## src/design/shamu_pkg.sv

```systemverilog
// ----------------------------------------------------------------------------
// shamu_pkg: shared types and constants of the sensor history alert monitor
// Beat layouts, register indexes, reset values and the control states.
// ----------------------------------------------------------------------------
package shamu_pkg;

    localparam int CFG_IDX_W = 2;

    localparam logic [CFG_IDX_W-1:0] CFG_HOT_THRESHOLD     = 2'd0;
    localparam logic [CFG_IDX_W-1:0] CFG_WINDOW_COUNT      = 2'd1;
    localparam logic [CFG_IDX_W-1:0] CFG_CONSECUTIVE_COUNT = 2'd2;

    localparam logic signed [7:0] HOT_THRESHOLD_RST     = 8'sd35;
    localparam logic [6:0]        WINDOW_COUNT_RST      = 7'd15;
    localparam logic [6:0]        CONSECUTIVE_COUNT_RST = 7'd5;
    localparam logic [6:0]        RECORDS_CAP           = 7'd64;

    localparam logic KIND_RECORD = 1'b0;
    localparam logic KIND_QUERY  = 1'b1;

    localparam logic [1:0] ALERT_NONE   = 2'd0;
    localparam logic [1:0] ALERT_NORMAL = 2'd1;
    localparam logic [1:0] ALERT_YELLOW = 2'd2;
    localparam logic [1:0] ALERT_RED    = 2'd3;

    typedef struct packed {
        logic              kind;
        logic [7:0]        sensor_id;
        logic signed [7:0] temperature;
    } input_item_t;

    typedef struct packed {
        logic              has_average;
        logic signed [7:0] average;
        logic [1:0]        alert_level;
        logic [6:0]        hot_count;
        logic [6:0]        found_count;
    } result_item_t;

    typedef enum logic [1:0] {
        ST_IDLE,
        ST_SCAN,
        ST_DIV,
        ST_DONE
    } state_t;

endpackage

```

## src/design/shamu_div.sv

```systemverilog
// ----------------------------------------------------------------------------
// shamu_div: signed sum over unsigned count, truncated toward zero
// Restoring divider on the magnitude, one quotient bit per cycle.
// ----------------------------------------------------------------------------
module shamu_div
    import shamu_pkg::*;
#(
    parameter int SUM_W = 21,
    parameter int CNT_W = 13
)
(
    input  logic                    clk,
    input  logic                    rst_n,
    input  logic                    start,
    input  logic signed [SUM_W-1:0] dividend,
    input  logic [CNT_W-1:0]        divisor,
    output logic                    done,
    output logic signed [7:0]       quotient
);

    localparam int STEP_W = $clog2(SUM_W + 1);

    logic              busy_reg;
    logic              done_reg;
    logic [STEP_W-1:0] step_reg;
    logic [SUM_W-1:0]  dvd_reg;
    logic [CNT_W:0]    rem_reg;
    logic [CNT_W-1:0]  div_reg;
    logic              neg_reg;

    logic [CNT_W:0]    rem_sh;
    logic              fits;
    logic [CNT_W:0]    rem_next;
    logic [8:0]        mag;
    logic [8:0]        q_signed;

    assign rem_sh   = {rem_reg[CNT_W-1:0], dvd_reg[SUM_W-1]};
    assign fits     = rem_sh >= {1'b0, div_reg};
    assign rem_next = fits ? rem_sh - {1'b0, div_reg} : rem_sh;

    always_ff @(posedge clk or negedge rst_n)
    begin
        if (!rst_n)
        begin
            busy_reg <= 1'b0;
            done_reg <= 1'b0;
            step_reg <= '0;
        end
        else
        begin
            done_reg <= 1'b0;
            if (start)
            begin
                busy_reg <= 1'b1;
                step_reg <= STEP_W'(SUM_W);
            end
            else if (busy_reg)
            begin
                step_reg <= step_reg - 1'b1;
                if (step_reg == STEP_W'(1))
                begin
                    busy_reg <= 1'b0;
                    done_reg <= 1'b1;
                end
            end
        end
    end

    always_ff @(posedge clk)
    begin
        if (start)
        begin
            dvd_reg <= dividend[SUM_W-1] ? SUM_W'(-dividend) : SUM_W'(dividend);
            neg_reg <= dividend[SUM_W-1];
            rem_reg <= '0;
            div_reg <= divisor;
        end
        else if (busy_reg)
        begin
            dvd_reg <= {dvd_reg[SUM_W-2:0], fits};
            rem_reg <= rem_next;
        end
    end

    // |quotient| never exceeds 128, so nine bits carry it
    assign mag      = dvd_reg[8:0];
    assign q_signed = neg_reg ? 9'(-mag) : mag;
    assign quotient = q_signed[7:0];
    assign done     = done_reg;

`ifndef SYNTH
    assert property (@(posedge clk) disable iff (!rst_n)
        done_reg |-> $past(busy_reg) && !busy_reg)
        else $error("divide done without a finished run");

    assert property (@(posedge clk) disable iff (!rst_n)
        busy_reg |-> step_reg != '0)
        else $error("divider busy with no steps left");
`endif

endmodule

```

## src/design/sensor_history_alert_monitor_unit.sv

```systemverilog
// ----------------------------------------------------------------------------
// sensor_history_alert_monitor_unit: ring store of sensor readings with alerts
// Record beat: writes the store slot at the write pointer.
// Query beat: store scan (one slot read a cycle), divide, then result load; no
// new beat is accepted until the result is loaded, and the load waits while
// out_stall holds back a pending result.
// Reset clears pointer, fill count, record count and valid flags, and loads the config reset values; no sweep.
// ----------------------------------------------------------------------------
module sensor_history_alert_monitor_unit
    import shamu_pkg::*;
#(
    parameter int STORE_DEPTH = 64
)
(
    input  logic                 clk,
    input  logic                 rst_n,
    input  logic                 in_valid,
    output logic                 in_stall,
    input  input_item_t          in_data,
    output logic                 out_valid,
    input  logic                 out_stall,
    output result_item_t         out_data,
    input  logic                 cfg_valid,
    output logic                 cfg_ready,
    input  logic [CFG_IDX_W-1:0] cfg_index,
    input  logic [7:0]           cfg_data
);

    localparam int ADDR_W = $clog2(STORE_DEPTH);
    localparam int FILL_W = $clog2(STORE_DEPTH + 1);
    localparam int SUM_W  = FILL_W + 8;
    localparam logic [ADDR_W-1:0] LAST_ADDR  = ADDR_W'(STORE_DEPTH - 1);
    localparam logic [FILL_W-1:0] DEPTH_FILL = FILL_W'(STORE_DEPTH);

    logic [15:0] mem [STORE_DEPTH];

    state_t state_reg, state_next;

    logic [ADDR_W-1:0]       wp_reg;
    logic [FILL_W-1:0]       fill_reg;
    logic [6:0]              records_reg;
    logic signed [7:0]       thr_reg;
    logic [6:0]              window_reg;
    logic [6:0]              consec_reg;

    logic [7:0]              id_reg;
    logic [ADDR_W-1:0]       scan_addr_reg;
    logic [FILL_W-1:0]       scan_cnt_reg;
    logic                    rd_pend_reg;
    logic                    rd_slot_ok_reg;
    logic [15:0]             rd_data_reg;
    logic signed [SUM_W-1:0] sum_reg;
    logic [FILL_W-1:0]       count_reg;
    logic [6:0]              found_reg;
    logic [6:0]              hot_reg;
    logic [6:0]              streak_reg;
    logic                    run_reg;

    logic                    out_valid_reg;
    result_item_t            out_data_reg, out_data_next;

    logic              in_accept;
    logic              rec_accept;
    logic              qry_accept;
    logic              issue_rd;
    logic              scan_end;
    logic              load_out;
    logic              div_done;
    logic signed [7:0] div_quot;
    logic signed [7:0] rd_temp;
    logic              match;
    logic              in_window;
    logic              is_hot;
    logic              checked;
    logic [1:0]        level;

    // ---------------- control ----------------
    always_comb
    begin
        state_next = state_reg;
        unique case (state_reg)
            ST_IDLE:
                if (qry_accept)
                    state_next = ST_SCAN;
            ST_SCAN:
                if (scan_end)
                    state_next = ST_DIV;
            ST_DIV:
                if (div_done)
                    state_next = ST_DONE;
            ST_DONE:
                if (load_out)
                    state_next = ST_IDLE;
            default:
                state_next = ST_IDLE;
        endcase
    end

    always_comb
    begin
        in_stall = 1'b1;
        issue_rd = 1'b0;
        scan_end = 1'b0;
        load_out = 1'b0;
        unique case (state_reg)
            ST_IDLE:
                in_stall = 1'b0;
            ST_SCAN:
            begin
                issue_rd = scan_cnt_reg < DEPTH_FILL;
                scan_end = (scan_cnt_reg == DEPTH_FILL) && !rd_pend_reg;
            end
            ST_DIV:
                ;
            ST_DONE:
                load_out = !out_valid_reg || !out_stall;
            default:
                ;
        endcase
    end

    assign in_accept  = in_valid && !in_stall;
    assign rec_accept = in_accept && (in_data.kind == KIND_RECORD);
    assign qry_accept = in_accept && (in_data.kind == KIND_QUERY);
    assign cfg_ready  = 1'b1;

    always_ff @(posedge clk or negedge rst_n)
    begin
        if (!rst_n)
        begin
            state_reg   <= ST_IDLE;
            wp_reg      <= '0;
            fill_reg    <= '0;
            records_reg <= '0;
            thr_reg     <= HOT_THRESHOLD_RST;
            window_reg  <= WINDOW_COUNT_RST;
            consec_reg  <= CONSECUTIVE_COUNT_RST;
            rd_pend_reg <= 1'b0;
            out_valid_reg <= 1'b0;
        end
        else
        begin
            state_reg   <= state_next;
            rd_pend_reg <= issue_rd;
            if (rec_accept)
            begin
                wp_reg <= (wp_reg == LAST_ADDR) ? '0 : wp_reg + 1'b1;
                if (fill_reg != DEPTH_FILL)
                    fill_reg <= fill_reg + 1'b1;
                if (records_reg != RECORDS_CAP)
                    records_reg <= records_reg + 1'b1;
            end
            if (cfg_valid && cfg_ready)
            begin
                unique case (cfg_index)
                    CFG_HOT_THRESHOLD:     thr_reg    <= cfg_data;
                    CFG_WINDOW_COUNT:      window_reg <= cfg_data[6:0];
                    CFG_CONSECUTIVE_COUNT: consec_reg <= cfg_data[6:0];
                    default:               ;
                endcase
            end
            if (load_out)
                out_valid_reg <= 1'b1;
            else if (out_valid_reg && !out_stall)
                out_valid_reg <= 1'b0;
        end
    end

    // ---------------- store ----------------
    always_ff @(posedge clk)
    begin
        if (rec_accept)
            mem[wp_reg] <= {in_data.sensor_id, in_data.temperature};
        if (issue_rd)
            rd_data_reg <= mem[scan_addr_reg];
    end

    // ---------------- scan, newest slot first ----------------
    assign rd_temp   = rd_data_reg[7:0];
    assign match     = rd_pend_reg && rd_slot_ok_reg && (rd_data_reg[15:8] == id_reg);
    assign in_window = found_reg < window_reg;
    assign is_hot    = rd_temp > thr_reg;

    always_ff @(posedge clk)
    begin
        if (qry_accept)
        begin
            id_reg        <= in_data.sensor_id;
            scan_addr_reg <= (wp_reg == '0) ? LAST_ADDR : wp_reg - 1'b1;
            scan_cnt_reg  <= '0;
            sum_reg       <= '0;
            count_reg     <= '0;
            found_reg     <= '0;
            hot_reg       <= '0;
            streak_reg    <= '0;
            run_reg       <= 1'b1;
        end
        else
        begin
            if (issue_rd)
            begin
                // filled slots are always the low ones: the pointer wraps only when full
                rd_slot_ok_reg <= FILL_W'(scan_addr_reg) < fill_reg;
                scan_addr_reg  <= (scan_addr_reg == '0) ? LAST_ADDR : scan_addr_reg - 1'b1;
                scan_cnt_reg   <= scan_cnt_reg + 1'b1;
            end
            if (match)
            begin
                sum_reg   <= sum_reg + SUM_W'(rd_temp);
                count_reg <= count_reg + 1'b1;
                if (in_window)
                begin
                    found_reg <= found_reg + 1'b1;
                    if (is_hot)
                    begin
                        hot_reg <= hot_reg + 1'b1;
                        if (run_reg)
                            streak_reg <= streak_reg + 1'b1;
                    end
                    else
                        run_reg <= 1'b0;
                end
            end
        end
    end

    shamu_div #(
        .SUM_W (SUM_W),
        .CNT_W (FILL_W)
    ) u_div (
        .clk      (clk),
        .rst_n    (rst_n),
        .start    (scan_end),
        .dividend (sum_reg),
        .divisor  (count_reg),
        .done     (div_done),
        .quotient (div_quot)
    );

    // ---------------- result ----------------
    assign checked = records_reg >= consec_reg;

    always_comb
    begin
        priority if (!checked)
            level = ALERT_NONE;
        else if (hot_reg < consec_reg)
            level = ALERT_NORMAL;
        else if (streak_reg >= consec_reg)
            level = ALERT_RED;
        else
            level = ALERT_YELLOW;
    end

    always_comb
    begin
        out_data_next.has_average = count_reg != '0;
        out_data_next.average     = (count_reg != '0) ? div_quot : 8'sd0;
        out_data_next.alert_level = level;
        out_data_next.hot_count   = checked ? hot_reg : 7'd0;
        out_data_next.found_count = checked ? found_reg : 7'd0;
    end

    always_ff @(posedge clk)
    begin
        if (load_out)
            out_data_reg <= out_data_next;
    end

    assign out_valid = out_valid_reg;
    assign out_data  = out_data_reg;

`ifndef SYNTH
    assert property (@(posedge clk) disable iff (!rst_n)
        $rose(out_valid_reg) |-> $past(state_reg == ST_DONE))
        else $error("result beat without a finished query");

    assert property (@(posedge clk) disable iff (!rst_n)
        rd_pend_reg |-> $past(state_reg == ST_SCAN))
        else $error("store read returned outside a scan");

    assert property (@(posedge clk) disable iff (!rst_n)
        state_reg == ST_SCAN |-> streak_reg <= hot_reg && hot_reg <= found_reg)
        else $error("alert counters out of order");

    assert property (@(posedge clk) disable iff (!rst_n)
        fill_reg <= DEPTH_FILL)
        else $error("fill count past store depth");
`endif

endmodule
```

## config.mk

```make
export PLATFORM = sky130hd
export DESIGN_NAME = sensor_history_alert_monitor_unit
export DESIGN_NICKNAME = d
export VERILOG_FILES = /design/src/design/shamu_pkg.sv /design/src/design/shamu_div.sv /design/src/design/sensor_history_alert_monitor_unit.sv
export SDC_FILE = /design/constraint.sdc
export NUM_CORES = 1
export LEC_CHECK = 0
export BUFFER_PORTS_ARGS = -buffer_cell sky130_fd_sc_hd__buf_2
export CAP_MARGIN = 25
export CELL_PAD_IN_SITES_DETAIL_PLACEMENT = 0
export CELL_PAD_IN_SITES_GLOBAL_PLACEMENT = 2
export CORE_ASPECT_RATIO = 0.5
export CORE_MARGIN = 8
export CORE_UTILIZATION = 53
export CTS_CLUSTER_SIZE = 25
export DETAILED_ROUTE_END_ITERATION = 16
export PLACE_DENSITY_LB_ADDON = 0.1
export SYNTH_ARGS = -nofsm -noshare
export SYNTH_HDL_FRONTEND = slang
export SYNTH_HIERARCHICAL = 1
export SYNTH_SLANG_ARGS = --single-unit
```

## constraint.sdc

```tcl
create_clock -name clk -period 5.74 [get_ports clk]
set_input_delay 0.574 -clock clk [delete_from_list [all_inputs] [get_ports clk]]
set_output_delay 0.574 -clock clk [all_outputs]
set_load 0.01 [all_outputs]
```

==> flow_summary_export.csv, run 1 <==
group,metric,value,unit
sta,final_max_slew_viol_count,0,
placement,numPlacedInstances,3975,
logic_synthesis,synthesized_instance_count,2677,
worst_setup_path,timing_worst_setup_path_type,"reg -> reg",
sta,period_minus_slack,3.61,ns
final_layout,final_layout_size_suffix_gt1_share,22.8,%
logic_synthesis,post-synth-top-area-fraction,66.8,%
die,dieWidth,448,um
cts,cts_root_buffer,"sky130_fd_sc_hd__clkbuf_16",
worst_setup_path,critical_path.endpoint_type,"register",
final_layout,layout_utilization,59.5,%
logic_synthesis,post_synth_fa_ha_maj_area_fraction,2.20,%
cts,tritoncts,"done",
final_layout,stdcell_area,0.0553,mm^2
logic_synthesis,synth.largest_area_cell,"sky130_fd_sc_hd__edfxtp_1",
die,die_y,232,um
sta,maxSlewHeadroom,34.5,%
cts,postCtsHoldBufs,0,
final_layout,synthToLayoutAreaGrowth,11.5,%
placement,detailedPlacementHpwl,69800,um
logic_synthesis,number_of_warning_messages_in_the_yosys_log,6,
logic_synthesis,post_synth_main_area_contributors,"sky130_fd_sc_hd__edfxtp_1 67%, sky130_fd_sc_hd__mux4_2 13%, sky130_fd_sc_hd__dfxtp_1 2.3%",
global_route,grt_use_met3,5.76,%
global_route,groute.layer.met1.usage,34.5,%
logic_synthesis,synth_xor_xnor_area_share,1.25,%
routing,wl_per_cell,28.0,um
worst_setup_path,cp-start-kind,"register",
logic_synthesis,synth-seq-area-share,71.8,%
logic_synthesis,synth.net_count,2795,
cts,max-clock-path-buffers,3,
sta,skew,0.0324,ns
worst_setup_path,crit_path_start,"scan_addr_reg[0]$_DFFE_PP_",
sta,finalSetupViolCount,0,
cts,clock_h_tree_levels,3,
routing,detail_route.wirelength,117000,um
logic_synthesis,portion_of_netlist_area_occupied_by_mux_cells,14.5,%
min_path,hp-class,"in -> async",
logic_synthesis,synth_top_family_by_area,"multiplexers",
cts,clock_buffers_created_by_tritoncts,102,
placement,place_ws,1.98,ns
global_route,first_global_vias,25300,
worst_setup_path,worst-endpoint-arrival,4.05,ns
global_route,gr-total-overflow,0,
logic_synthesis,synth_seq_cells,1213,
logic_synthesis,number_of_enable_flip_flop_cells_after_synthesis,1103,
power_and_ir_drop,vdd.ir_drop.worst,0.000550,V
global_route,grt_first_pass_wirelength,172000,um
logic_synthesis,synth_area,0.0496,mm^2
logic_synthesis,syn_avg_cell_area,18.5,um^2
global_route,grt.busiest_layer,"met1",
routing,route.detailed.vias_per_inst,6.12,
die,coreArea,0.0928,mm^2
placement,portBuffers,58,
sta,final.hold.worst_slack,0.0376,ns
die,fp.dieArea,0.104,mm^2
routing,drt_iter0_drcs,2986,
sta,hold_violations,0,
final_layout,largest_reg_flops,1024,
cts,cts.repair_timing.setup_buffer_count,0,
logic_synthesis,postSynth.topFlopCell,"sky130_fd_sc_hd__edfxtp_1",
sta,final.period_utilization,62.9,%
routing,detail-route-antenna-nets,0,
cts,worst_skew_pair.late_latency,0.72,ns
routing,route.vias.total,25500,
cts,clock_transition_at_the_registers_of_the_reported_paths,0.07,ns
die,initial_core_util,53.4,%
sta,post-route-worst-setup-slack,2.13,ns
cts,cts_resized,0,
power_and_ir_drop,power.static_leakage,18.3,nW
global_route,grt.met2_usage,32.9,%
routing,drcViolationCount,0,
final_layout,finalNonFillerCells,4173,
run_status,outcome,"finished, final reports clean",
placement,weighted_congestion_at_the_end_of_routability_driven_global_placement,0.805,
placement,placedInstanceArea,0.0519,mm^2
die,floorplan.rows,79,
logic_synthesis,async_reset_ff_share,4.29,%
sta,fin_tns_setup,0,ns
global_route,grt_start_max_net_pins,135,
final_layout,layout_common_cells,"1103 x sky130_fd_sc_hd__edfxtp_1, 290 x sky130_fd_sc_hd__mux4_2, 128 x sky130_fd_sc_hd__nor2_1",
global_route,groute.usage.overall,22.6,%
run,cap_viol_max_count,0,
routing,drt_pass1_iterations,5,
power_and_ir_drop,power-per-cell-area,447,mW/mm^2
power_and_ir_drop,totalPowerFinal,24.7,mW
final_layout,layout_commonest_cell,"sky130_fd_sc_hd__edfxtp_1",
logic_synthesis,compound_gate_fraction_of_synth_area,4.03,%
logic_synthesis,netlist-cell-type-count,77,
worst_setup_path,timing.critical_path.fanout_max,61,
worst_setup_path,r2r_start,"scan_addr_reg[0]$_DFFE_PP_",
die,boundary_pin_count,60,
sta,max_clock_freq,277,MHz
global_route,antenna_violations_before_repair,6,
sta,max_slew.worst_pin.slew,0.981,ns
worst_setup_path,worstPathRequired,6.17,ns
cts,clock_sink_count,1213,
sta,rsz0062_at_grt,"no",
final_layout,design.final.nets,2947,
logic_synthesis,post_synth_and_or_nand_nor_area_fraction,4.44,%
-- worst paths after layout --
kind / cells past startpoint / slack (ns) / endpoint
worst min-delay path: 2 / 0.04 / consec_reg[5]$_DFFE_PN0P_
max in group asynchronous: 2 / 5.14 / fill_reg[4]$_DFFE_PN0P_
min in group clk: 3 / 0.10 / thr_reg[7]$_DFFE_PN0P_
worst max-delay path: 6 / 2.13 / rd_data_reg[13]$_DFFE_PP_
worst max register to register: 6 / 2.13 / rd_data_reg[13]$_DFFE_PP_
worst min register to register: 1 / 0.49 / scan_cnt_reg[6]$_SDFFE_PP0P_
-- Yosys cell counts, drive strengths merged (4+ instances only) --
| cell | n |
|---|---|
| nand2b | 22 |
| mux4 | 290 |
| o21ai | 61 |
| or2 | 7 |
| a211o | 6 |
| xnor2 | 42 |
| a21o | 18 |
| dfstp | 9 |
| mux2i | 48 |
| nand3b | 7 |
| xor2 | 29 |
| a22oi | 16 |
| nor3 | 20 |
| a211oi | 29 |
| clkbuf | 63 |
| and3 | 5 |
| a41oi | 5 |
| ha | 84 |
| nor3b | 8 |
| edfxtp | 1103 |
| nand2 | 113 |
| nor2 | 143 |
| dfrtp | 43 |
| and2 | 25 |
| or3 | 12 |
| mux2 | 16 |
| nor2b | 13 |
| nand3 | 27 |
| nand4 | 21 |
| o221ai | 10 |
| nor4 | 12 |
| o21bai | 4 |
| buf | 59 |
| a31oi | 11 |
| o21a | 4 |
| o31ai | 15 |
| a21oi | 73 |
| inv | 75 |
| o22ai | 14 |
| a21boi | 4 |
| dfxtp | 58 |
| or4 | 7 |
| a311oi | 6 |
-- worst max-delay path, cell delays in order (launching register included) --
cell and delay [ns]:
sky130_fd_sc_hd__edfxtp_1 0.75, sky130_fd_sc_hd__buf_12 0.50, sky130_fd_sc_hd__mux4_2 0.59, sky130_fd_sc_hd__mux4_2 0.52, sky130_fd_sc_hd__and2_1 0.19, sky130_fd_sc_hd__a211oi_1 0.65, sky130_fd_sc_hd__a21oi_1 0.09
-- final cells by class --
type	count	area [um^2]
multi-input cells	1266	13200
diodes	2	5.00
inverters	76	285
clock buffers	127	2700
fillers	6826	37500
well taps	1255	1570
repair buffers	170	1380
flip-flops and latches	1213	35600
clock inverters	64	584
-- where the power goes --
group | switching [mW] | internal (mW)
Clock | 3.15 | 3.76
Sequential | 0.456 | 10.1
Combinational | 4.10 | 3.12
Total | 7.71 | 17.0
-- routing by layer --
metal,wire (um),share of wire [%]
met5,0,0
met4,2270,1.9
met3,10900,9.3
met2,51200,44
met1,52400,45
-- cell families after synthesis --
family	Yosys count
adders and majority gates	86
AOI/OAI and AO/OA	301
xor gates and xnor gates	71
buffers and inverters	198
and+or+nand+nor	453
other	1
muxes	354
DFF	1213
Power figures use the tool's default switching activity.
==> run 2, diff against run 1 <==
CORE_UTILIZATION = 44   (was 53)
clock period = 3.02 ns   (was 5.74 ns; I/O delays follow)
==> run 2 against run 1 <==
Sequential share of layout area shrank 1.8 points. Critical endpoint is now rd_data_reg[15]$_DFFE_PP_. Die area rose by 19%. Register-to-register slack worse by 2.0 ns. Critical path depth up 2. Final cell count rose by 9.1%. Total power grew 97%. Critical path type unchanged. Highest routed layer is now met5. Sequential power grew 90%. First-iteration DRC count shrank 18%.
==> flow_summary_export.csv, run 2 (synthesis results as in run 1) <==
group,metric,value,unit
power_and_ir_drop,vdd.ir_drop.worst,0.000506,V
placement,detailedPlacementHpwl,78700,um
cts,cts_root_buffer,"sky130_fd_sc_hd__clkbuf_16",
power_and_ir_drop,power_switching,15.4,mW
cts,clock_h_tree_levels,3,
cts,tritoncts,"done",
cts,clock_transition_at_the_registers_of_the_reported_paths,0.07,ns
cts,clock_buffers_created_by_tritoncts,109,
sta,period_minus_slack,2.91,ns
global_route,grt_use_met3,4.14,%
power_and_ir_drop,p_sw_share,31.7,%
sta,max_clock_freq,344,MHz
sta,final.period_utilization,96.2,%
worst_setup_path,worstPathRequired,3.50,ns
worst_setup_path,reg2reg_to,"rd_data_reg[15]$_DFFE_PP_",
global_route,grt.met2_usage,30.9,%
power_and_ir_drop,power.internal,33.2,mW
routing,drcViolationCount,0,
die,dieWidth,491,um
sta,max_slew.worst_pin.slew,1.07,ns
power_and_ir_drop,totalPowerFinal,48.6,mW
worst_setup_path,worst_r2r_path_depth,8,
worst_setup_path,regToRegSetupSlack,0.11,ns
final_layout,finalNonFillerCells,4552,
placement,numPlacedInstances,4332,
global_route,grt_start_max_net_pins,66,
worst_setup_path,timing_worst_setup_path_type,"reg -> reg",
final_layout,final_layout_size_suffix_gt1_share,26.2,%
power_and_ir_drop,sequentialPowerShare,41.4,%
routing,route.vias.total,26100,
global_route,grt.busiest_layer,"met1",
worst_setup_path,cp-start-kind,"register",
min_path,hp-class,"in -> reg",
cts,clock_sink_count,1213,
min_path,min-delay-start,"cfg_index[0]",
power_and_ir_drop,power-per-cell-area,856,mW/mm^2
sta,finalSetupViolCount,0,
routing,detail-route-antenna-nets,0,
routing,drt_pass1_iterations,5,
global_route,grt_first_pass_wirelength,186000,um
final_layout,synthToLayoutAreaGrowth,14.7,%
die,coreArea,0.112,mm^2
run_status,outcome,"finished, final reports clean",
placement,portBuffers,58,
final_layout,layout_commonest_cell,"sky130_fd_sc_hd__edfxtp_1",
sta,maxSlewHeadroom,28.2,%
sta,hold_violations,0,
final_layout,filler_cell_count,9088,
run,cap_viol_max_count,0,
final_layout,stdcell_area,0.0568,mm^2
worst_setup_path,crit_path_start,"scan_addr_reg[0]$_DFFE_PP_",
power_and_ir_drop,clkPwrFrac,27.6,%
die,die_y,253,um
worst_setup_path,r2r_start,"scan_addr_reg[0]$_DFFE_PP_",
sta,final_max_slew_viol_count,0,
routing,drt_iter0_drcs,2453,
worst_setup_path,worst-endpoint-arrival,3.38,ns
global_route,groute.usage.overall,20.4,%
power_and_ir_drop,power.static_leakage,19.0,nW
cts,max-clock-path-buffers,3,
worst_setup_path,critical_path.endpoint_type,"register",
die,boundary_pin_count,60,
global_route,gr-total-overflow,0,
die,fp.dieArea,0.124,mm^2
worst_setup_path,timing.critical_path.fanout_max,20,
die,floorplan.rows,87,
global_route,first_global_vias,26200,
placement,placedInstanceArea,0.0532,mm^2
global_route,groute.layer.met1.usage,31.0,%
sta,skew,0.0313,ns
final_layout,largest_reg_flops,1024,
global_route,antenna_violations_before_repair,4,
placement,weighted_congestion_at_the_end_of_routability_driven_global_placement,0.790,
final_layout,design.final.nets,3064,
routing,detail_route.wirelength,128000,um
routing,route.detailed.vias_per_inst,5.73,
power_and_ir_drop,combPwrFrac,31.0,%
final_layout,layout_common_cells,"1103 x sky130_fd_sc_hd__edfxtp_1, 290 x sky130_fd_sc_hd__mux4_2, 176 x sky130_fd_sc_hd__buf_4",
routing,wl_per_cell,28.0,um
die,initial_core_util,44.2,%
cts,worst_skew_pair.late_latency,0.73,ns
worst_setup_path,cp-endpoint,"rd_data_reg[15]$_DFFE_PP_",
[run 2: cell types whose count changed in the layout (fill, tap and decap cells not counted), moves of 6 or more]
cell | before | now
sky130_fd_sc_hd__buf_4 | 90 | 176
sky130_fd_sc_hd__nor2_1 | 128 | 99
sky130_fd_sc_hd__nor2_2 | 14 | 43
sky130_fd_sc_hd__buf_12 | 8 | 31
sky130_fd_sc_hd__clkbuf_1 | 22 | 36
sky130_fd_sc_hd__dlygate4sd3_1 | 0 | 13
sky130_fd_sc_hd__clkbuf_16 | 104 | 111
sky130_fd_sc_hd__bufinv_16 | 9 | 3
sky130_fd_sc_hd__clkinv_1 | 26 | 20
[run 2: cell type report]
cell class,count,area [um^2],area share [%]
Sequential cell,1213,35600,62.7
Multi-Input combinational cell,1266,13200,23.3
Clock buffer,153,3000,5.27
Timing Repair Buffer,280,2420,4.26
Tap cell,1513,1890,3.33
Clock inverter,50,384,0.676
Inverter,76,285,0.502
Antenna cell,1,2.50,0.00440
[run 2: critical path: stages (launching register included)]
cell,delay (ns)
sky130_fd_sc_hd__edfxtp_1,0.47
sky130_fd_sc_hd__buf_12,0.25
sky130_fd_sc_hd__buf_12,0.24
sky130_fd_sc_hd__mux4_2,0.58
sky130_fd_sc_hd__a211oi_1,0.34
sky130_fd_sc_hd__buf_4,0.17
sky130_fd_sc_hd__a311oi_1,0.13
sky130_fd_sc_hd__a311oi_1,0.39
sky130_fd_sc_hd__nor2_1,0.08
[run 2: metal layers]
layer / vias up / wire [um] / part of all wire [%]
met1: 13900 / 60100 / 47
met4: 2 / 1970 / 1.5
li1: 11300 / - / -
met2: 726 / 56900 / 45
met3: 135 / 8530 / 6.7
met5: - / 13 / 0.010
[run 2: power by group through the flow]
stage | clock network, mW | logic [mW] | registers [mW]
after floorplan | 0 | 9.43 | 20.1
after global placement | 0 | 15.1 | 20.5
after detailed placement | 0 | 15.1 | 20.5
after CTS | 13.7 | 15.3 | 20.1
after global routing | 14.3 | 16.2 | 20.2
final | 13.4 | 15.1 | 20.1
[run 2: worst min path at each step]
stage	endpoint	cells after the start
final	thr_reg[1]$_DFFE_PN1P_	5
after global routing	mem[11][1]$_DFFE_PP_	1
after CTS	thr_reg[1]$_DFFE_PN1P_	5
after detailed placement	out_valid$_DFFE_PN0P_	1
after global placement	scan_cnt_reg[6]$_SDFFE_PP0P_	1
after floorplan	consec_reg[1]$_DFFE_PN0P_	0
[run 2: per-stage QoR]
stage	setup TNS [ns]	util (%)	setup slack (ns)	hold WS (ns)
finish	0	50.6	0.115	0.0644
global route	-0.000908	50.6	-0.000908	0.0715
CTS	0	50.6	0.0962	0.00821
detailed placement	0	47.4	0.00538	0.231
global placement	0	47.4	0.0220	0.461
floorplan	0	-	0.133	0.00641
[run 2: repair_timing]
item                                   CTS  global route
endpoints found under the hold margin   70            14
pin swaps                                0             0
buffers inserted                         1             0
gates cloned                             1             0
hold buffers                            12             1
setup endpoints to repair                1             2
gates resized for setup                  1             2
